==> src/hdl/sttr_pkg.sv <==
// ----------------------------------------------------------------------------
// sttr_pkg
// Shared types and constants for the sparse triplet transpose block.
// ----------------------------------------------------------------------------
package sttr_pkg;

  // default sizes
  localparam int MaxTermsDef = 32;
  localparam int MaxDimDef   = 256;

  // field widths
  localparam int DimW    = 9;
  localparam int IdxW    = 8;
  localparam int ValW    = 32;
  localparam int CfgIdxW = 2;

  // configuration register indexes
  localparam logic [CfgIdxW-1:0] CfgNumRows = 2'd0;
  localparam logic [CfgIdxW-1:0] CfgNumCols = 2'd1;

  // input commands
  localparam logic CmdLoad   = 1'b0;
  localparam logic CmdFinish = 1'b1;

  // one stored term
  typedef struct packed {
    logic [ValW-1:0] value;
    logic [IdxW-1:0] col;
    logic [IdxW-1:0] row;
  } term_t;

  // one result item
  typedef struct packed {
    logic            is_header;
    logic [DimW-1:0] out_row;
    logic [DimW-1:0] out_col;
    logic [ValW-1:0] out_value;
    logic            last;
  } result_t;

  // controller states
  typedef enum logic [1:0] {
    StIdle,
    StRead,
    StCheck,
    StFlush
  } state_e;

endpackage

==> src/hdl/sttr_store.sv <==
// ----------------------------------------------------------------------------
// sttr_store
// Term store: one write port, one read port, registered read data.
// ----------------------------------------------------------------------------
module sttr_store #(
  parameter int MaxTerms = sttr_pkg::MaxTermsDef,
  parameter int AddrW    = (MaxTerms > 1) ? $clog2(MaxTerms) : 1
) (
  input  logic              clk_i,
  input  logic              wr_en_i,
  input  logic [AddrW-1:0]  wr_addr_i,
  input  sttr_pkg::term_t   wr_term_i,
  input  logic              rd_en_i,
  input  logic [AddrW-1:0]  rd_addr_i,
  output sttr_pkg::term_t   rd_term_o
);
  import sttr_pkg::*;

  term_t mem [MaxTerms];
  term_t rd_term_q;

  // write port
  always_ff @(posedge clk_i) begin
    if (wr_en_i) begin
      mem[wr_addr_i] <= wr_term_i;
    end
  end

  // read port, data held until the next read
  always_ff @(posedge clk_i) begin
    if (rd_en_i) begin
      rd_term_q <= mem[rd_addr_i];
    end
  end

  assign rd_term_o = rd_term_q;

endmodule

==> src/hdl/sttr_ctrl.sv <==
// ----------------------------------------------------------------------------
// sttr_ctrl
// Load sequencing, column scan over the term store and result buffering.
// ----------------------------------------------------------------------------
module sttr_ctrl #(
  parameter int MaxTerms = sttr_pkg::MaxTermsDef,
  parameter int MaxDim   = sttr_pkg::MaxDimDef,
  parameter int AddrW    = (MaxTerms > 1) ? $clog2(MaxTerms) : 1
) (
  input  logic                       clk_i,
  input  logic                       rst_ni,
  input  logic                       in_valid_i,
  output logic                       in_ready_o,
  input  logic                       in_cmd_i,
  input  sttr_pkg::term_t            in_term_i,
  input  logic [sttr_pkg::DimW-1:0]  num_rows_i,
  input  logic [sttr_pkg::DimW-1:0]  num_cols_i,
  output logic                       wr_en_o,
  output logic [AddrW-1:0]           wr_addr_o,
  output sttr_pkg::term_t            wr_term_o,
  output logic                       rd_en_o,
  output logic [AddrW-1:0]           rd_addr_o,
  input  sttr_pkg::term_t            rd_term_i,
  output logic                       out_valid_o,
  input  logic                       out_ready_i,
  output sttr_pkg::result_t          out_res_o
);
  import sttr_pkg::*;

  localparam int CntW = $clog2(MaxTerms + 1);
  localparam int ColW = $clog2(MaxDim);

  state_e              state_q, state_d;
  logic [CntW-1:0]     count_q;
  logic [AddrW-1:0]    j_q;
  logic [ColW-1:0]     c_q;
  result_t             pend_q;
  result_t             out_q, out_d;
  logic                out_valid_q;

  logic [DimW-1:0]     bound;
  logic                full, empty_run, j_last, c_last, hit, out_free;
  logic                load_en, finish_start, advance, push, flush_done;

  // scan bound capped at the column range
  assign bound = (num_cols_i > DimW'(MaxDim)) ? DimW'(MaxDim) : num_cols_i;

  assign full      = (count_q == CntW'(MaxTerms));
  assign empty_run = (count_q == '0) || (bound == '0);
  assign j_last    = ((CntW'(j_q) + CntW'(1)) == count_q);
  assign c_last    = ((DimW'(c_q) + DimW'(1)) == bound);
  assign hit       = ({1'b0, rd_term_i.col} == DimW'(c_q));
  assign out_free  = !out_valid_q || out_ready_i;

  // next state
  always_comb begin
    state_d = state_q;
    unique case (state_q)
      StIdle: begin
        if (in_valid_i && (in_cmd_i == CmdFinish)) begin
          state_d = empty_run ? StFlush : StRead;
        end
      end
      StRead: begin
        state_d = StCheck;
      end
      StCheck: begin
        if (!hit || out_free) begin
          state_d = (j_last && c_last) ? StFlush : StRead;
        end
      end
      StFlush: begin
        if (out_free) begin
          state_d = StIdle;
        end
      end
      default: state_d = StIdle;
    endcase
  end

  // state outputs
  always_comb begin
    in_ready_o   = (state_q == StIdle);
    load_en      = 1'b0;
    finish_start = 1'b0;
    rd_en_o      = 1'b0;
    advance      = 1'b0;
    push         = 1'b0;
    flush_done   = 1'b0;
    unique case (state_q)
      StIdle: begin
        load_en      = in_valid_i && (in_cmd_i == CmdLoad) && !full;
        finish_start = in_valid_i && (in_cmd_i == CmdFinish);
      end
      StRead: begin
        rd_en_o = 1'b1;
      end
      StCheck: begin
        advance = !hit || out_free;
        push    = hit && out_free;
      end
      StFlush: begin
        flush_done = out_free;
      end
      default: ;
    endcase
  end

  // store ports; loads and scan reads never overlap
  assign wr_en_o   = load_en;
  assign wr_addr_o = count_q[AddrW-1:0];
  assign wr_term_o = in_term_i;
  assign rd_addr_o = j_q;

  // state register
  always_ff @(posedge clk_i or negedge rst_ni) begin
    if (!rst_ni) begin
      state_q <= StIdle;
    end else begin
      state_q <= state_d;
    end
  end

  // term count
  always_ff @(posedge clk_i or negedge rst_ni) begin
    if (!rst_ni) begin
      count_q <= '0;
    end else if (flush_done) begin
      count_q <= '0;
    end else if (load_en) begin
      count_q <= count_q + CntW'(1);
    end
  end

  // scan counters: term index inner, column outer
  always_ff @(posedge clk_i or negedge rst_ni) begin
    if (!rst_ni) begin
      j_q <= '0;
      c_q <= '0;
    end else if (finish_start) begin
      j_q <= '0;
      c_q <= '0;
    end else if (advance) begin
      if (j_last) begin
        j_q <= '0;
        c_q <= c_q + ColW'(1);
      end else begin
        j_q <= j_q + AddrW'(1);
      end
    end
  end

  // pending result, held back one step so the final one can be marked
  always_ff @(posedge clk_i) begin
    if (finish_start) begin
      pend_q.is_header <= 1'b1;
      pend_q.out_row   <= num_cols_i;
      pend_q.out_col   <= num_rows_i;
      pend_q.out_value <= ValW'(count_q);
      pend_q.last      <= 1'b0;
    end else if (push) begin
      pend_q.is_header <= 1'b0;
      pend_q.out_row   <= {1'b0, rd_term_i.col};
      pend_q.out_col   <= {1'b0, rd_term_i.row};
      pend_q.out_value <= rd_term_i.value;
      pend_q.last      <= 1'b0;
    end
  end

  // output register
  always_ff @(posedge clk_i or negedge rst_ni) begin
    if (!rst_ni) begin
      out_valid_q <= 1'b0;
    end else if (push || flush_done) begin
      out_valid_q <= 1'b1;
    end else if (out_ready_i) begin
      out_valid_q <= 1'b0;
    end
  end

  // pending result with the last flag set on the closing transfer
  always_comb begin
    out_d      = pend_q;
    out_d.last = flush_done;
  end

  always_ff @(posedge clk_i) begin
    if (push || flush_done) begin
      out_q <= out_d;
    end
  end

  assign out_valid_o = out_valid_q;
  assign out_res_o   = out_q;

endmodule

==> src/hdl/sparse_triplet_transpose.sv <==
// ----------------------------------------------------------------------------
// sparse_triplet_transpose
// Collects sparse matrix terms and streams out the transpose on finish.
// ----------------------------------------------------------------------------
//  channel   dir   handshake                     payload
//  s_axis    in    s_axis_tvalid/s_axis_tready   tuser command, tdata term
//  m_axis    out   m_axis_tvalid/m_axis_tready   tuser is_header, tdata, tlast
//  cfg       in    cfg_valid_i/cfg_ready_o       cfg_index_i, cfg_data_i
//
//  a load writes the term to the store at once; a load into a full store is dropped
//  finish walks every (column, stored term) pair: a read state and a
//  compare state per pair on the single read port, then a flush state to close
//  no input transfer is taken while a finish run is in progress
//  a stalled output holds the scan at the next matching term
//  reset clears the term count and both registers; the store needs no clearing
// ----------------------------------------------------------------------------
module sparse_triplet_transpose #(
  parameter int MaxTerms = sttr_pkg::MaxTermsDef,
  parameter int MaxDim   = sttr_pkg::MaxDimDef
) (
  input  logic                          clk_i,
  input  logic                          rst_ni,
  // input terms
  input  logic                          s_axis_tvalid,
  output logic                          s_axis_tready,
  input  logic [47:0]                   s_axis_tdata,   // row_index, col_index, term_value
  input  logic                          s_axis_tuser,   // command
  // results
  output logic                          m_axis_tvalid,
  input  logic                          m_axis_tready,
  output logic [55:0]                   m_axis_tdata,   // out_row, out_col, out_value, zeros
  output logic                          m_axis_tuser,   // is_header
  output logic                          m_axis_tlast,
  // configuration writes
  input  logic                          cfg_valid_i,
  output logic                          cfg_ready_o,
  input  logic [sttr_pkg::CfgIdxW-1:0]  cfg_index_i,
  input  logic [sttr_pkg::DimW-1:0]     cfg_data_i
);
  import sttr_pkg::*;

  localparam int AddrW = (MaxTerms > 1) ? $clog2(MaxTerms) : 1;

  logic [DimW-1:0]  num_rows_q, num_cols_q;
  term_t            in_term, wr_term, rd_term;
  logic             wr_en, rd_en;
  logic [AddrW-1:0] wr_addr, rd_addr;
  result_t          out_res;

  // configuration registers
  assign cfg_ready_o = 1'b1;

  always_ff @(posedge clk_i or negedge rst_ni) begin
    if (!rst_ni) begin
      num_rows_q <= '0;
      num_cols_q <= '0;
    end else if (cfg_valid_i) begin
      unique case (cfg_index_i)
        CfgNumRows: num_rows_q <= cfg_data_i;
        CfgNumCols: num_cols_q <= cfg_data_i;
        default: ;
      endcase
    end
  end

  // unpack input term
  assign in_term.row   = s_axis_tdata[7:0];
  assign in_term.col   = s_axis_tdata[15:8];
  assign in_term.value = s_axis_tdata[47:16];

  sttr_ctrl #(
    .MaxTerms (MaxTerms),
    .MaxDim   (MaxDim),
    .AddrW    (AddrW)
  ) u_ctrl (
    .clk_i       (clk_i),
    .rst_ni      (rst_ni),
    .in_valid_i  (s_axis_tvalid),
    .in_ready_o  (s_axis_tready),
    .in_cmd_i    (s_axis_tuser),
    .in_term_i   (in_term),
    .num_rows_i  (num_rows_q),
    .num_cols_i  (num_cols_q),
    .wr_en_o     (wr_en),
    .wr_addr_o   (wr_addr),
    .wr_term_o   (wr_term),
    .rd_en_o     (rd_en),
    .rd_addr_o   (rd_addr),
    .rd_term_i   (rd_term),
    .out_valid_o (m_axis_tvalid),
    .out_ready_i (m_axis_tready),
    .out_res_o   (out_res)
  );

  sttr_store #(
    .MaxTerms (MaxTerms),
    .AddrW    (AddrW)
  ) u_store (
    .clk_i     (clk_i),
    .wr_en_i   (wr_en),
    .wr_addr_i (wr_addr),
    .wr_term_i (wr_term),
    .rd_en_i   (rd_en),
    .rd_addr_i (rd_addr),
    .rd_term_o (rd_term)
  );

  // pack result
  assign m_axis_tdata = {6'b0, out_res.out_value, out_res.out_col, out_res.out_row};
  assign m_axis_tuser = out_res.is_header;
  assign m_axis_tlast = out_res.last;

endmodule
==> config.mk <==
export PLATFORM = sky130hd
export DESIGN_NAME = sparse_triplet_transpose
export DESIGN_NICKNAME = d
export VERILOG_FILES = /design/src/hdl/sttr_pkg.sv /design/src/hdl/sttr_store.sv /design/src/hdl/sttr_ctrl.sv /design/src/hdl/sparse_triplet_transpose.sv
export SDC_FILE = /design/constraint.sdc
export NUM_CORES = 2
export LEC_CHECK = 0
export BUFFER_PORTS_ARGS = -buffer_cell sky130_fd_sc_hd__buf_2
export CAP_MARGIN = 20
export CORE_MARGIN = 2
export CORE_UTILIZATION = 24
export CTS_CLUSTER_DIAMETER = 100
export DETAILED_ROUTE_END_ITERATION = 12
export HOLD_SLACK_MARGIN = 0.1
export PLACE_DENSITY = 0.35
export SYNTH_ARGS = -nofsm -noshare
export SYNTH_HDL_FRONTEND = slang
export SYNTH_SLANG_ARGS = --single-unit
export TNS_END_PERCENT = 100
==> constraint.sdc <==
create_clock -name clk_i -period 6.8 [get_ports clk_i]
set_input_delay 2.04 -clock clk_i [delete_from_list [all_inputs] [get_ports clk_i]]
set_output_delay 2.04 -clock clk_i [all_outputs]
set_load 0.005 [all_outputs]
Word-level counts from Yosys, hierarchy flattened
Memory sizes are Yosys's and may differ from the RTL's. A register that Yosys moved wholly into a read port is not among the register bits.
Cells that the tools add are included.
{"block": "op_classes", "addsub": 5, "n_lt_le_gt_ge": 1, "eq_ne": 11, "muxes": 27, "n_bitwise": 1, "n_reduce_logical": 25}
{"cell": "51-bit 2-to-1 mux", "n": 2}
{"cell": "8-bit 2-to-1 mux", "n": 3}
{"cell": "5-bit 2-to-1 mux", "n": 3}
{"cell": "6-bit 2-to-1 mux", "n": 2}
{"cell": "1-bit 2-to-1 mux", "n": 10}
{"cell": "2-bit 2-to-1 mux", "n": 5}
{"cell": "2-bit nonzero test", "n": 5}
{"cell": "8-bit by 1-bit adder with 9-bit output, second input constant", "n": 1}
{"cell": "9-bit == test", "n": 1}
{"cell": "9-bit greater-than comparator, second input constant", "n": 1}
{"cell": "9-bit logical NOT", "n": 1}
{"cell": "9-bit 2-to-1 mux", "n": 1}
{"cell": "8-bit by 1-bit adder with 8-bit output, second input constant", "n": 1}
{"cell": "8-bit == test", "n": 1}
{"cell": "2-bit one-hot mux with 4 select lines", "n": 1}
{"cell": "5-bit by 1-bit adder with 6-bit output, second input constant", "n": 1}
{"cell": "6-bit by 1-bit adder with 6-bit output, second input constant", "n": 1}
{"cell": "6-bit == test", "n": 1}
{"cell": "6-bit == test, second input constant", "n": 1}
{"cell": "6-bit logical NOT", "n": 1}
{"cell": "2-bit by 1-bit inequality test with 1-bit output, second input constant", "n": 3}
{"cell": "2-bit AND reduction", "n": 3}
{"cell": "5-bit by 1-bit adder with 5-bit output, second input constant", "n": 1}
{"cell": "1-bit logical AND", "n": 5}
{"cell": "other kinds (7)", "n": 15}
{"block": "word_totals", "regBits": 143, "ramBits": 1536, "input_bits": 65, "output_inout_bits": 61, "memories": 1}
{"name": "u_store.mem", "words": 32, "width": 48, "rd": 1, "rd_ports_with_merged_regs": 1, "write_ports": 1, "line_no": "sttr_store.sv:19", "source": "term_t mem [MaxTerms];"}

Longest topological paths before layout
{"block": "logic_depth", "depth_word": 7, "mapped_depth": 9, "mapped_depth_nobuf": 7}

Cells and area by module
Synthesis repeated with hierarchy kept, for this count alone.
{"block": "hier_totals", "hier_cells": 3891, "area_unflattened_um2": 67522.3}
{"module": "sttr_store", "n_inst": 1, "cells_per_inst": 3364, "area_per_inst_um2": 61205.0}
{"module": "sttr_ctrl", "n_inst": 1, "cells_per_inst": 479, "area_per_inst_um2": 5560.3}
{"module": "sparse_triplet_transpose", "n_inst": 1, "cells_per_inst": 48, "area_per_inst_um2": 757.0}

Worst setup path before layout
OpenSTA, ideal clock, no wires.
{"block": "synth_timing", "path_type": "in2reg", "startpoint": "in m_axis_tready", "endpoint": "reg u_ctrl.out_q, in the netlist u_ctrl.out_res_o[0] (enable)", "arrival_ns": 5.786, "required_ns": 6.266, "setup_slack_ns": 0.481, "stages": 2, "path_cell_list": "nor2b_1 > o21ai_0"}
{"block": "synth_between", "elab_chain_len": 4}
{"item": "start, declared", "line_no": "sparse_triplet_transpose.sv:30", "source": "input logic m_axis_tready,"}
{"item": "1-bit logical OR *", "line_no": "sttr_ctrl.sv:53", "source": "assign out_free = !out_valid_q || out_ready_i;"}
{"item": "1-bit logical AND", "line_no": "sttr_ctrl.sv:100", "source": "push = hit && out_free;"}
{"item": "1-bit 2-to-1 mux", "line_no": "sttr_ctrl.sv:90", "source": "unique case (state_q)"}
{"item": "1-bit logical OR *", "line_no": "sttr_ctrl.sv:188", "source": "if (push || flush_done) begin"}
{"item": "end signal, assigned", "line_no": "sttr_ctrl.sv:189", "source": "out_q <= out_d;"}
{"item": "end, declared", "line_no": "sttr_ctrl.sv:38", "source": "result_t out_q, out_d;"}
Mark *: on every way between the ends. The rest lies on a longest branch, timed or not.
A chain may end at the register's enable or synchronous reset.

Worst setup path after layout
{"block": "layout_timing", "startpoint": "in s_axis_tuser", "endpoint": "mem u_store.mem[23][17] (netlist name) (enable)"}
{"block": "layout_between", "elab_chain_len": 6}
{"item": "start, declared", "line_no": "sparse_triplet_transpose.sv:27", "source": "input logic s_axis_tuser,"}
{"item": "1-bit inverter", "line_no": "sttr_ctrl.sv:92", "source": "load_en = in_valid_i && (in_cmd_i == CmdLoad) && !full;"}
{"item": "1-bit logical AND (2 in a row)", "line_no": "sttr_ctrl.sv:92"}
{"item": "1-bit 2-to-1 mux", "line_no": "sttr_ctrl.sv:90"}
{"item": "1-bit 2-to-1 mux", "line_no": "sttr_store.sv:24", "source": "if (wr_en_i) begin"}
{"item": "1-bit 2-to-1 mux (not written as such)", "line_no": "sttr_store.sv:25", "source": "mem[wr_addr_i] <= wr_term_i;"}
{"item": "end, declared", "line_no": "sttr_store.sv:19"}
Every way passes these cells.

==> metrics.yaml <==
status: "completed"
period_needed_ns: 4.48
start_util: 0.241
total_power_mw: 28.2
vias_per_cell: 4.36
cp.required_ns: 7.22
synth_top_family_by_area: "multiplexers"
dieArea_mm2: 0.277
cts_made_buffers: 183
end_kind: "flip-flop"
met2_usage: 0.208
ys_async_sr_fraction: 0.0232
tns_ns: 0
synth_xor_area_frac: 0.00426
clk_pin_slew_ns: 0.06
regArea_mm2: 0.0514
yosysTopAreaCell: "edfxtp_1"
die_w_um: 526
routed_wl_mm: 182
drv_slew: 0
cts_tree: "yes"
crit_type: "in2reg"
clockBufferDepth: 3
routedWlPerCell_um: 27.1
route.vias.total: 29310
worstPathMaxFanout: 48
placed_cells: 6372
rsz0062_at_grt: "false"
drive_gt1_frac: 0.337
antenna_found_initial: 41
stdcell_count: 6715
synthAdderAreaFrac: 0.00115
yosys_warnings: 0
groute.usage.overall: 0.130
timing.fmax_mhz: 223
use_met1: 0.179
clock_latency_ns: 0.82
grt_max_degree: 139
grt_remaining_overflow: 0
synth_compound_area_frac: 0.00889
ir_drop_uv: 246
power.density_mw_per_mm2: 366
final_common_cell: "edfxtp_1"
fillers: 26436
grt_pass1_vias: 31025
hold_ws_ns: 0.417
hold_path_class: "reg2reg"
dp_slack_ns: 1.54
yosysTopAreaCellShare: 0.762
multi_input_area_mm2: 0.0137
syn_area_mm2: 0.0654
drc_errors: 0
holdBufCountCts: 0
layout_common_cells: "1660 x edfxtp_1, 480 x mux4_2, 187 x clkbuf_16"
cap_violations: 0
worst_slack_ns: 2.32
avgSynthCellArea_um2: 23.8
finalCritPeriodShare: 0.659
nets: 3060
io_buffers: 118
htreeDepth: 4
die-height_um: 526
netlist_top_cells_area: "edfxtp_1 76%, mux4_2 17%, dfrtp_1 1.5%"
area_delta_synth_final_pct: 17.8
post_cts_resize_count: 0
start_kind: "input pin"
rows: 191
hold_viol: 0
io_pins: 126
yosys.area_share.simple: 0.0133
synth_ff_type: "edfxtp_1"
worstMarginPinSlew_ns: 1.10
ys_ff_latch: 1727
synth-edff-count: 1660
fin_worst_skew_ns: 0.0301
clock_sinks: 1727
grt_busiest_layer: "met2"
arrival_ns: 4.90
post-dp-hpwl_mm: 109
gp_congestion: 0.741
yosysSeqAreaShare: 0.785
final_antenna_net_count: 0
finalSetupViolations: 0
synth_cell_types: 57
cts_setup_buffers: 0
drt-pass1-iter-count: 7
muxShareOfSynthArea: 0.177
core-area_mm2: 0.271
drt_iter0_drc: 2569
power_leakage_nw: 23.3
use_met3: 0.0272
cts_root_buf: "clkbuf_16"
slew_headroom: 0.268
syn-instance-count: 2744
grt_pass1_wl_mm: 253
-- kinds of logic after synthesis --
logic type	after synthesis
mux	548
buf+inv	153
other cells	2
compound gates	88
flops	1727
simple gates	189
xor+xnor	31
fa+ha+maj	6
-- where the power goes --
part	switching [mW]	internal, mW
logic	3.14	2.68
clock network	4.13	5.82
registers	0.314	12.1
total	7.58	20.6
-- flip-flops by register name (all words and copies together) (netlist names) --
name / cells
u_ctrl.c_q: 8
u_ctrl.out_valid_o: 1
u_store.mem: 1536
u_ctrl.state_q: 2
u_ctrl.count_q: 6
u_store.rd_term_o: 48
num_rows_q: 9
num_cols_q: 9
u_ctrl.out_res_o: 52
u_ctrl.rd_addr_o: 5
u_ctrl.out_d: 51
-- synth_stat cells (all sizes together) (2+ instances only) --
library cell,n
edfxtp,1660
mux4,480
clkbuf,87
nand2,80
mux2,66
buf,60
nor2,52
dfrtp,40
a21oi,37
dfxtp,27
a22o,20
xnor2,17
xor2,14
o21ai,12
nand3,8
ha,6
inv,6
nor4,6
nand2b,5
nor2b,5
a31o,4
and2,4
and3,4
nand3b,4
nand4,4
nor3,4
or3,3
conb,2
mux2i,2
nand4b,2
nor3b,2
or3b,2
-- through the flow --
stage / cell area [um2] / utilization
final: 77100 / 0.284
after global routing: 77000 / 0.284
after CTS: 77000 / 0.284
after detailed placement: 71000 / 0.262
after global placement: 71000 / 0.262
after floorplan: 65500 / -
-- critical path, cell delays in order --
cell     delay, ns
buf_2         0.13
or4b_1        0.55
a31oi_1       0.65
nand2_1       0.25
buf_4         0.29
nor2_4        0.13
buf_4         0.76
-- cell type report --
cell class              count  area share
clock inverters           109      0.0146
well taps                3570      0.0580
diodes                      6    0.000195
inverters                   6    0.000390
multi-input cells         869       0.177
repair buffers            202      0.0195
clock buffers             226      0.0629
flip-flops and latches   1727       0.667
-- per-layer routing --
metal / up-vias / wire (um)
met5: - / 167
met4: 28 / 4190
met3: 236 / 9500
met2: 744 / 85800
met1: 16116 / 82100
li1: 12186 / -
-- final timing paths --
kind / startpoint / end / slack [ns] / depth (start not counted)
max: s_axis_tuser / u_store.mem[23][17] / 2.32 / 7
min: u_ctrl.out_d[41] / u_ctrl.out_res_o[41] / 0.42 / 0
max in group asynchronous: rst_ni / u_ctrl.rd_addr_o[1] / 5.20 / 2
min in group asynchronous: rst_ni / num_rows_q[0] / 1.10 / 1
min reg2reg: u_ctrl.out_d[41] / u_ctrl.out_res_o[41] / 0.42 / 0
max reg2reg: u_ctrl.rd_addr_o[0] / u_store.rd_term_o[45] / 3.08 / 4
Power figures use the tool's default switching activity.
